## config.mk

```make
export PLATFORM = sky130hd
export DESIGN_NAME = per_frame_command_pacer
export DESIGN_NICKNAME = d
export VERILOG_FILES = /design/src/hw/rtl/cpfp_pkg.sv /design/src/hw/rtl/cpfp_ram.sv /design/src/hw/rtl/cpfp_front.sv /design/src/hw/rtl/cpfp_back.sv /design/src/hw/rtl/per_frame_command_pacer.sv
export SDC_FILE = /design/constraint.sdc
export NUM_CORES = 2
export LEC_CHECK = 0
export BUFFER_PORTS_ARGS = -buffer_cell sky130_fd_sc_hd__buf_2
export CORE_ASPECT_RATIO = 1.5
export CORE_MARGIN = 2
export CORE_UTILIZATION = 60
export DETAILED_ROUTE_END_ITERATION = 6
export PLACE_DENSITY = 0.84
export SETUP_SLACK_MARGIN = 0.4
export SYNTH_ARGS = -nofsm -noshare
export SYNTH_HDL_FRONTEND = slang
export SYNTH_MEMORY_MAX_BITS = 65536
export SYNTH_SLANG_ARGS = --single-unit
```

## constraint.sdc

```tcl
create_clock -name clk_i -period 7.1 [get_ports clk_i]
set_input_delay 0.355 -clock clk_i [delete_from_list [all_inputs] [get_ports clk_i]]
set_output_delay 0.355 -clock clk_i [all_outputs]
set_load 0.01 [all_outputs]
```

## src/hw/rtl/cpfp_pkg.sv

```systemverilog
// Package for the per-frame command pacer: shared constants, enums and structs.
// No dependencies; every file of the block but cpfp_ram imports it.
`timescale 1ns / 1ps

package cpfp_pkg;

  localparam int unsigned WORD_WIDTH   = 64;
  localparam int unsigned QUEUE_DEPTH  = 64;
  localparam int unsigned BUDGET_W     = 4;
  localparam int unsigned DELAY_W      = 6;
  localparam logic [BUDGET_W-1:0] BUDGET_RESET = 4'd2;
  localparam logic [DELAY_W-1:0]  DELAY_MAX    = 6'd63;

  typedef enum logic {
    REQ_SUBMIT = 1'b0,
    REQ_TICK   = 1'b1
  } req_kind_e;

  typedef enum logic [1:0] {
    ST_IDLE,
    ST_EMIT,
    ST_WAIT
  } pacer_state_e;

  typedef struct packed {
    logic      valid;
    req_kind_e kind;
  } front_status_t;

  typedef struct packed {
    logic               dropped;
    logic               last;
    logic [DELAY_W-1:0] delay;
  } res_ctl_t;

endpackage

```

## src/hw/rtl/cpfp_ram.sv

```systemverilog
// Generic single-write, single-read RAM with a registered read port.
// No dependencies.
`timescale 1ns / 1ps

module cpfp_ram #(
  parameter int unsigned Width = 64,
  parameter int unsigned Depth = 64,
  localparam int unsigned AddrW = (Depth > 1) ? $clog2(Depth) : 1
) (
  input  logic             clk_i,
  input  logic             we_i,
  input  logic [AddrW-1:0] waddr_i,
  input  logic [Width-1:0] wdata_i,
  input  logic [AddrW-1:0] raddr_i,
  output logic [Width-1:0] rdata_o
);

  logic [Width-1:0] mem_q [Depth];
  logic [Width-1:0] rdata_q;

  always_ff @(posedge clk_i) begin
    if (we_i) begin
      mem_q[waddr_i] <= wdata_i;
    end
    rdata_q <= mem_q[raddr_i];
  end

  assign rdata_o = rdata_q;

endmodule

```

## src/hw/rtl/cpfp_front.sv

```systemverilog
// Front end of the pacer: accepts request words, classifies them and holds
// them in a two-entry queue for the back end. Depends on cpfp_pkg.
`timescale 1ns / 1ps

module cpfp_front import cpfp_pkg::*; #(
  parameter int unsigned WordWidth = WORD_WIDTH
) (
  input  logic                 clk_i,
  input  logic                 rst_ni,
  input  logic                 push_i,
  output logic                 full_o,
  input  logic                 req_type_i,
  input  logic [WordWidth-1:0] cmd_word_i,
  input  logic                 take_i,
  output front_status_t        status_o,
  output logic [WordWidth-1:0] word_o
);

  logic [1:0]           cnt_q, cnt_d;
  logic                 head_q, head_d;
  req_kind_e            kind_q [2];
  logic [WordWidth-1:0] word_q [2];
  logic                 tail;
  logic                 push_ok;
  logic                 pop_ok;

  assign full_o  = (cnt_q == 2'd2);
  assign push_ok = push_i && !full_o;
  assign pop_ok  = take_i && (cnt_q != 2'd0);
  assign tail    = head_q ^ cnt_q[0];

  always_comb begin
    cnt_d  = cnt_q;
    head_d = head_q;
    if (pop_ok) begin
      head_d = ~head_q;
    end
    unique case ({push_ok, pop_ok})
      2'b10:   cnt_d = cnt_q + 2'd1;
      2'b01:   cnt_d = cnt_q - 2'd1;
      default: cnt_d = cnt_q;
    endcase
  end

  always_ff @(posedge clk_i or negedge rst_ni) begin
    if (!rst_ni) begin
      cnt_q  <= 2'd0;
      head_q <= 1'b0;
    end else begin
      cnt_q  <= cnt_d;
      head_q <= head_d;
    end
  end

  always_ff @(posedge clk_i) begin
    if (push_ok) begin
      kind_q[tail] <= req_type_i ? REQ_TICK : REQ_SUBMIT;
      word_q[tail] <= cmd_word_i;
    end
  end

  assign status_o.valid = (cnt_q != 2'd0);
  assign status_o.kind  = kind_q[head_q];
  assign word_o         = word_q[head_q];

endmodule

```

## src/hw/rtl/cpfp_back.sv

```systemverilog
// Back end of the pacer: pending word FIFO, frame budget sequencer and a
// two-entry result queue. Depends on cpfp_pkg and cpfp_ram.
`timescale 1ns / 1ps

module cpfp_back import cpfp_pkg::*; #(
  parameter int unsigned WordWidth  = WORD_WIDTH,
  parameter int unsigned QueueDepth = QUEUE_DEPTH
) (
  input  logic                 clk_i,
  input  logic                 rst_ni,
  input  logic [BUDGET_W-1:0]  budget_i,
  input  front_status_t        status_i,
  input  logic [WordWidth-1:0] word_i,
  output logic                 take_o,
  input  logic                 pop_i,
  output logic                 empty_o,
  output logic [WordWidth-1:0] sent_word_o,
  output logic                 dropped_o,
  output logic                 last_of_run_o,
  output logic [DELAY_W-1:0]   queue_delay_o
);

  localparam int unsigned AddrW = (QueueDepth > 1) ? $clog2(QueueDepth) : 1;
  localparam int unsigned CntW  = $clog2(QueueDepth + 1);
  localparam int unsigned SumW  = CntW + 1;

  pacer_state_e         state_q, state_d;
  logic [CntW-1:0]      count_q, count_d;
  logic [AddrW-1:0]     rp_q, rp_d;
  logic [BUDGET_W-1:0]  sent_q, sent_d;

  logic [CntW-1:0]      cnt_dec;
  logic [BUDGET_W-1:0]  sent_inc;
  logic [AddrW-1:0]     rp_next;
  logic [SumW-1:0]      wsum;
  logic [AddrW-1:0]     waddr;
  logic                 ram_we;
  logic [WordWidth-1:0] rdata;
  logic                 run_last;

  logic                 o_push, o_pop, o_space;
  logic [WordWidth-1:0] res_word;
  res_ctl_t             res_ctl;
  logic [1:0]           ocnt_q, ocnt_d;
  logic                 ohead_q, ohead_d;
  logic [WordWidth-1:0] oword_q [2];
  res_ctl_t             octl_q  [2];
  logic                 otail;

  // Queue delay is half the pending count, saturated to the field range.
  function automatic logic [DELAY_W-1:0] delay_of(input logic [CntW-1:0] c);
    logic [CntW-1:0] half;
    half = c >> 1;
    if (CntW > DELAY_W && half > CntW'(DELAY_MAX)) begin
      return DELAY_MAX;
    end
    return DELAY_W'(half);
  endfunction

  assign cnt_dec  = count_q - CntW'(1);
  assign sent_inc = sent_q + BUDGET_W'(1);
  assign rp_next  = (rp_q == AddrW'(QueueDepth - 1)) ? '0 : rp_q + AddrW'(1);
  assign wsum     = SumW'(rp_q) + SumW'(count_q);
  assign waddr    = (wsum >= SumW'(QueueDepth)) ? AddrW'(wsum - SumW'(QueueDepth))
                                                : AddrW'(wsum);
  assign run_last = (cnt_dec == '0) || (sent_inc >= budget_i);

  cpfp_ram #(
    .Width(WordWidth),
    .Depth(QueueDepth)
  ) u_pending (
    .clk_i  (clk_i),
    .we_i   (ram_we),
    .waddr_i(waddr),
    .wdata_i(word_i),
    .raddr_i(rp_q),
    .rdata_o(rdata)
  );

  always_comb begin
    state_d  = state_q;
    count_d  = count_q;
    rp_d     = rp_q;
    sent_d   = sent_q;
    take_o   = 1'b0;
    o_push   = 1'b0;
    ram_we   = 1'b0;
    res_word = word_i;
    res_ctl  = '0;
    unique case (state_q)
      ST_IDLE: begin
        if (status_i.valid && o_space) begin
          take_o = 1'b1;
          unique case (status_i.kind)
            REQ_SUBMIT: begin
              if (count_q == '0 && sent_q < budget_i) begin
                o_push       = 1'b1;
                res_ctl.last = 1'b1;
                sent_d       = sent_inc;
              end else if (count_q == CntW'(QueueDepth)) begin
                o_push          = 1'b1;
                res_ctl.dropped = 1'b1;
                res_ctl.last    = 1'b1;
                res_ctl.delay   = delay_of(count_q);
              end else begin
                ram_we  = 1'b1;
                count_d = count_q + CntW'(1);
              end
            end
            REQ_TICK: begin
              sent_d = '0;
              if (count_q != '0 && budget_i != '0) begin
                state_d = ST_EMIT;
              end
            end
            default: ;
          endcase
        end
      end
      ST_EMIT: begin
        // The word at the read pointer is on the RAM output in this state.
        if (o_space) begin
          o_push        = 1'b1;
          res_word      = rdata;
          res_ctl.last  = run_last;
          res_ctl.delay = delay_of(cnt_dec);
          count_d       = cnt_dec;
          rp_d          = rp_next;
          sent_d        = sent_inc;
          state_d       = run_last ? ST_IDLE : ST_WAIT;
        end
      end
      ST_WAIT: state_d = ST_EMIT;
      default: state_d = ST_IDLE;
    endcase
  end

  always_ff @(posedge clk_i or negedge rst_ni) begin
    if (!rst_ni) begin
      state_q <= ST_IDLE;
      count_q <= '0;
      rp_q    <= '0;
      sent_q  <= '0;
    end else begin
      state_q <= state_d;
      count_q <= count_d;
      rp_q    <= rp_d;
      sent_q  <= sent_d;
    end
  end

  // Result queue, two entries.
  assign o_space = (ocnt_q != 2'd2);
  assign o_pop   = pop_i && (ocnt_q != 2'd0);
  assign otail   = ohead_q ^ ocnt_q[0];

  always_comb begin
    ohead_d = o_pop ? ~ohead_q : ohead_q;
    unique case ({o_push, o_pop})
      2'b10:   ocnt_d = ocnt_q + 2'd1;
      2'b01:   ocnt_d = ocnt_q - 2'd1;
      default: ocnt_d = ocnt_q;
    endcase
  end

  always_ff @(posedge clk_i or negedge rst_ni) begin
    if (!rst_ni) begin
      ocnt_q  <= 2'd0;
      ohead_q <= 1'b0;
    end else begin
      ocnt_q  <= ocnt_d;
      ohead_q <= ohead_d;
    end
  end

  always_ff @(posedge clk_i) begin
    if (o_push) begin
      oword_q[otail] <= res_word;
      octl_q[otail]  <= res_ctl;
    end
  end

  assign empty_o       = (ocnt_q == 2'd0);
  assign sent_word_o   = oword_q[ohead_q];
  assign dropped_o     = octl_q[ohead_q].dropped;
  assign last_of_run_o = octl_q[ohead_q].last;
  assign queue_delay_o = octl_q[ohead_q].delay;

  a_count_bound: assert property (@(posedge clk_i) disable iff (!rst_ni)
    count_q <= CntW'(QueueDepth))
    else $error("pending count beyond queue depth");

  a_emit_nonempty: assert property (@(posedge clk_i) disable iff (!rst_ni)
    (state_q == ST_EMIT || state_q == ST_WAIT) |-> count_q != '0)
    else $error("drain running with no pending word");

  a_drop_only_full: assert property (@(posedge clk_i) disable iff (!rst_ni)
    (o_push && res_ctl.dropped) |-> count_q == CntW'(QueueDepth))
    else $error("word dropped while the queue had room");

  a_tick_clears: assert property (@(posedge clk_i) disable iff (!rst_ni)
    (take_o && status_i.kind == REQ_TICK) |=> sent_q == '0)
    else $error("frame tick did not clear the sent count");

  a_no_push_full: assert property (@(posedge clk_i) disable iff (!rst_ni)
    o_push |-> ocnt_q != 2'd2)
    else $error("result written into a full result queue");

endmodule

```

## src/hw/rtl/per_frame_command_pacer.sv

```systemverilog
// Per-frame command pacer: a submitted word that goes straight out is held in
// the front-end queue and then the result queue; a frame tick drains queued
// words in order via the registered RAM read, with a wait state between words.
// Submits are taken one per cycle while the back end is idle and the result
// queue has room. Reset is asynchronous and active low; it empties all queues,
// clears the sent count and loads the frame budget with two.
`timescale 1ns / 1ps

// The front end buffers and classifies incoming words (submit or frame tick).
// The back end owns the bounded pending FIFO, which lives in a RAM with a
// registered read port, and a small sequencer that either sends a submit at
// once, drops it when the FIFO is full, queues it, or, on a tick, drains up to
// the frame budget in order. Results go through a two-entry result queue so
// the sequencer can keep working while the consumer stalls. The pending RAM
// has no reset; entries are only read after they have been written.
module per_frame_command_pacer import cpfp_pkg::*; #(
  parameter int unsigned WordWidth  = WORD_WIDTH,
  parameter int unsigned QueueDepth = QUEUE_DEPTH
) (
  input  logic                 clk_i,
  input  logic                 rst_ni,
  // Configuration: frame budget register.
  input  logic                 cfg_we_i,
  input  logic [BUDGET_W-1:0]  cfg_wdata_i,
  // Request side.
  input  logic                 push,
  output logic                 full,
  input  logic                 req_type_i,
  input  logic [WordWidth-1:0] cmd_word_i,
  // Result side.
  output logic                 empty,
  input  logic                 pop,
  output logic [WordWidth-1:0] sent_word_o,
  output logic                 dropped_o,
  output logic                 last_of_run_o,
  output logic [DELAY_W-1:0]   queue_delay_o
);

  logic [BUDGET_W-1:0]  budget_q;
  front_status_t        front_status;
  logic [WordWidth-1:0] front_word;
  logic                 take;

  // The user must change the budget only while the block is idle; the block does
  // not enforce this, and the back end reads the register directly.
  always_ff @(posedge clk_i or negedge rst_ni) begin
    if (!rst_ni) begin
      budget_q <= BUDGET_RESET;
    end else if (cfg_we_i) begin
      budget_q <= cfg_wdata_i;
    end
  end

  cpfp_front #(
    .WordWidth(WordWidth)
  ) u_front (
    .clk_i     (clk_i),
    .rst_ni    (rst_ni),
    .push_i    (push),
    .full_o    (full),
    .req_type_i(req_type_i),
    .cmd_word_i(cmd_word_i),
    .take_i    (take),
    .status_o  (front_status),
    .word_o    (front_word)
  );

  cpfp_back #(
    .WordWidth (WordWidth),
    .QueueDepth(QueueDepth)
  ) u_back (
    .clk_i        (clk_i),
    .rst_ni       (rst_ni),
    .budget_i     (budget_q),
    .status_i     (front_status),
    .word_i       (front_word),
    .take_o       (take),
    .pop_i        (pop),
    .empty_o      (empty),
    .sent_word_o  (sent_word_o),
    .dropped_o    (dropped_o),
    .last_of_run_o(last_of_run_o),
    .queue_delay_o(queue_delay_o)
  );

endmodule
```

==> qor.yml <==
routing:
  first_pass_iters: 7
  ant_nets: 0
  wl_per_cell_um: 43.38
  via_per_inst: 7.642
  wl_mm: 522.8
  drt_iter0_drc: 16836
  num_vias: 92089
  drc: 74
clock_tree:
  cts_resized: 0
  htreeDepth: 5
  cts_sinks: 4463
  cts_setup_buffers: 0
  tritoncts: "built"
  path_clk_slew_ps: 70
  numCtsBuffers: 387
  clockBufferDepth: 4
  clk_latency_ps: 980
  cts_root_buf: "clkbuf_16"
logic_synthesis:
  ys_warn_count: 0
  synthCells: 7533
  ys_ff_latch: 4463
  synth-main-ff-cell: "edfxtp_1"
  synth_edf_count: 4370
  synthArstFlopShare: 0.006498
  synth-simple-area-share: 0.008716
  synth_compound_area_frac: 0.02425
  muxShareOfSynthArea: 0.1684
  yosys.cell_types.count: 65
  synth_top_family_by_area: "multiplexers"
  syn_avg_cell_area_um2: 22.62
  synth-adder-area-share: 0.001659
  netlist_area_mm2: 0.1704
  synthXorXnorAreaFrac: 0.001593
  postSynthNetCount: 7629
  ys_seq_area_frac: 0.7819
global_routing:
  track_usage: 0.3615
  grt_use_met3: 0.1066
  grt_max_degree: 154
  met2_usage: 0.5727
  grt_pass1_wl_mm: 720.1
  overflow: 0
  grt_pass1_vias: 93855
  antenna_found_initial: 22
  met1_usage: 0.4103
  grt.busiest_layer: "met2"
floorplanning:
  start_util: 0.6030
  die_x_um: 439.1
  row_count: 239
  core-area_mm2: 0.2826
  dieArea_mm2: 0.2884
  io-pin-count: 148
  die_h_um: 656.7
final_layout:
  seqCellArea_mm2: 0.1333
  instances_no_fill: 12051
  area_growth_pct: 11.64
  multiInputGateArea_mm2: 0.03547
  final_cell_mix: "edfxtp_1 (4370), mux4_2 (962), mux2i_1 (453), clkbuf_16 (397), mux2_2 (219)"
  final.fill_count: 15548
  drive_gt1_frac: 0.2728
  utilization: 0.6732
  final_common_cell: "edfxtp_1"
  fin_nets: 8080
pwr:
  ir_worst_vdd_mv: 0.4418
  leakage_nw: 59.78
  p_total_w: 0.08285
  powerDensity_mw_per_mm2: 435.5
sta:
  fin_setup_tns_ps: 0
  finClkSkew_ps: 82.24
  setup_viol: 0
  slew_headroom: 0.02161
  min_period_ps: 5184
  drv_slew: 0
  hold_viol: 0
  tightest_slew_ps: 1468
  fmax_ghz: 0.1929
  finalCritPeriodShare: 0.7302
  grt_setup_unrepaired: "false"
  timing.hold.ws_ps: 16.62
placed_design:
  io_buffers: 147
  globalplace.congestion: 0.8933
  dpl.hpwl_mm: 250.3
  place_inst: 11251
worst_setup_path:
  cp.arrival_ps: 5750
  cp-end-kind: "flop"
  critical_path.max_fanout: 37
  crit_type: "flop to flop"
  cp.required_ps: 7660
  critPathLaunchType: "flop"
job:
  drv_cap: 0
min_path:
  hold_class: "input pin to asynchronous set/reset pin"
outcome:
  status: "finished, violations left"
  violations: "DRC"
report_power, final:
part           internal (W)  leakage, nW  switching (W)
clock                0.0122         6.27        0.00998
combinational       0.00843         13.3         0.0163
sequential           0.0349         40.2        0.00106
kinds of logic (layout without fill, tap and decap cells):
group | Yosys count | after routing
adder cells (fa/ha/maj) | 22 | 22
other | 0 | 10
AO/OA/AOI/OAI | 607 | 607
multiplexers | 1637 | 1637
buffers and inverters | 428 | 1201
XOR/XNOR | 31 | 31
AND/OR/NAND/NOR | 345 | 345
flip-flops | 4463 | 4463
layer usage:
| layer | share of wire | routed length, um |
|---|---|---|
| met3 | 0.14 | 72220 |
| met5 | 0.00031 | 160 |
| met4 | 0.10 | 53280 |
| met1 | 0.28 | 148000 |
| met2 | 0.48 | 249100 |
path summary, 6_finish.rpt:
| path | start | end | slack (ps) | cells after the start |
|---|---|---|---|---|
| max | u_back.rp_q[1] | u_back.u_pending.mem_q[1][54] | 1920 | 8 |
| min | rst_ni | u_back.rp_q[0] | 20 | 2 |
| max reg2reg | u_back.rp_q[1] | u_back.u_pending.mem_q[1][54] | 1920 | 8 |
| min reg2reg | u_back.ocnt_q[1] | u_back.ocnt_q[1] | 520 | 1 |
| max in group asynchronous | rst_ni | u_back.ohead_q | 6490 | 2 |
| min in group clk_i | push | u_front.kind_q[1] | 70 | 3 |
final cells by class:
type / count / area share
clock buffers: 496 / 0.05544
inverters: 13 / 0.0002631
well taps: 3735 / 0.02457
multi-input cells: 2642 / 0.1864
clock inverters: 215 / 0.01242
diodes: 10 / 0.0001315
repair buffers: 477 / 0.02020
flip-flops and latches: 4463 / 0.7005
cell usage after synthesis (22+ instances only):
master | n | area (um^2)
dfrtp_1 | 28 | 700.7
nor2b_1 | 22 | 137.6
o211ai_1 | 37 | 277.8
mux2i_1 | 453 | 4534
a221oi_1 | 53 | 464.2
a21oi_1 | 99 | 495.5
a2111oi_0 | 30 | 262.8
clkbuf_1 | 175 | 656.9
nand2_1 | 133 | 499.2
o21ai_0 | 63 | 315.3
mux4_2 | 962 | 21670
mux2_2 | 221 | 2489
dfxtp_1 | 64 | 1281
buf_4 | 77 | 578.1
buf_1 | 27 | 101.4
edfxtp_1 | 4370 | 131200
o221ai_1 | 48 | 420.4
nand3_1 | 26 | 130.1
o31ai_1 | 24 | 180.2
a22oi_1 | 36 | 270.3
buf_2 | 100 | 500.5
nor2_1 | 123 | 461.7
buf_6 | 34 | 382.9
a31oi_1 | 22 | 137.6
o21ai_1 | 63 | 315.3
o22ai_1 | 63 | 394.1
registers in the layout, indices dropped and copies added (netlist names), 2 cells and up:
name and flops:
u_back.u_pending.rdata_o 64, u_back.rp_q 6, u_front.kind_q 2, u_back.oword_q 128, budget_q 4, u_back.u_pending.mem_q 4096, u_back.ocnt_q 2, u_back.sent_q 4
u_back.count_q 7, u_front.word_q 128, u_front.cnt_q 2, u_back.octl_q 16, u_back.state_q 2
critical path, stage by stage (launching register included):
cell and delay, ps:
dfrtp_4 930, ha_1 360, a21o_1 190, a21o_1 250, a2111o_1 490, o211ai_1 350, nand3_1 520, nor2_4 1020
buf_4 610
per-stage QoR:
step | cell area (um^2) | worst slack [ps]
detailed placement | 176500 | 2368
global route | 190200 | 2030
global placement | 176500 | 1629
finish | 190200 | 1916
floorplan | 170400 | 1584
CTS | 190200 | 2231
what timing repair did:
action                                 CTS  global route
endpoints found under the hold margin  164             0
setup endpoints to repair                0             0
hold buffers                            78             0
Power figures use the tool's default switching activity.
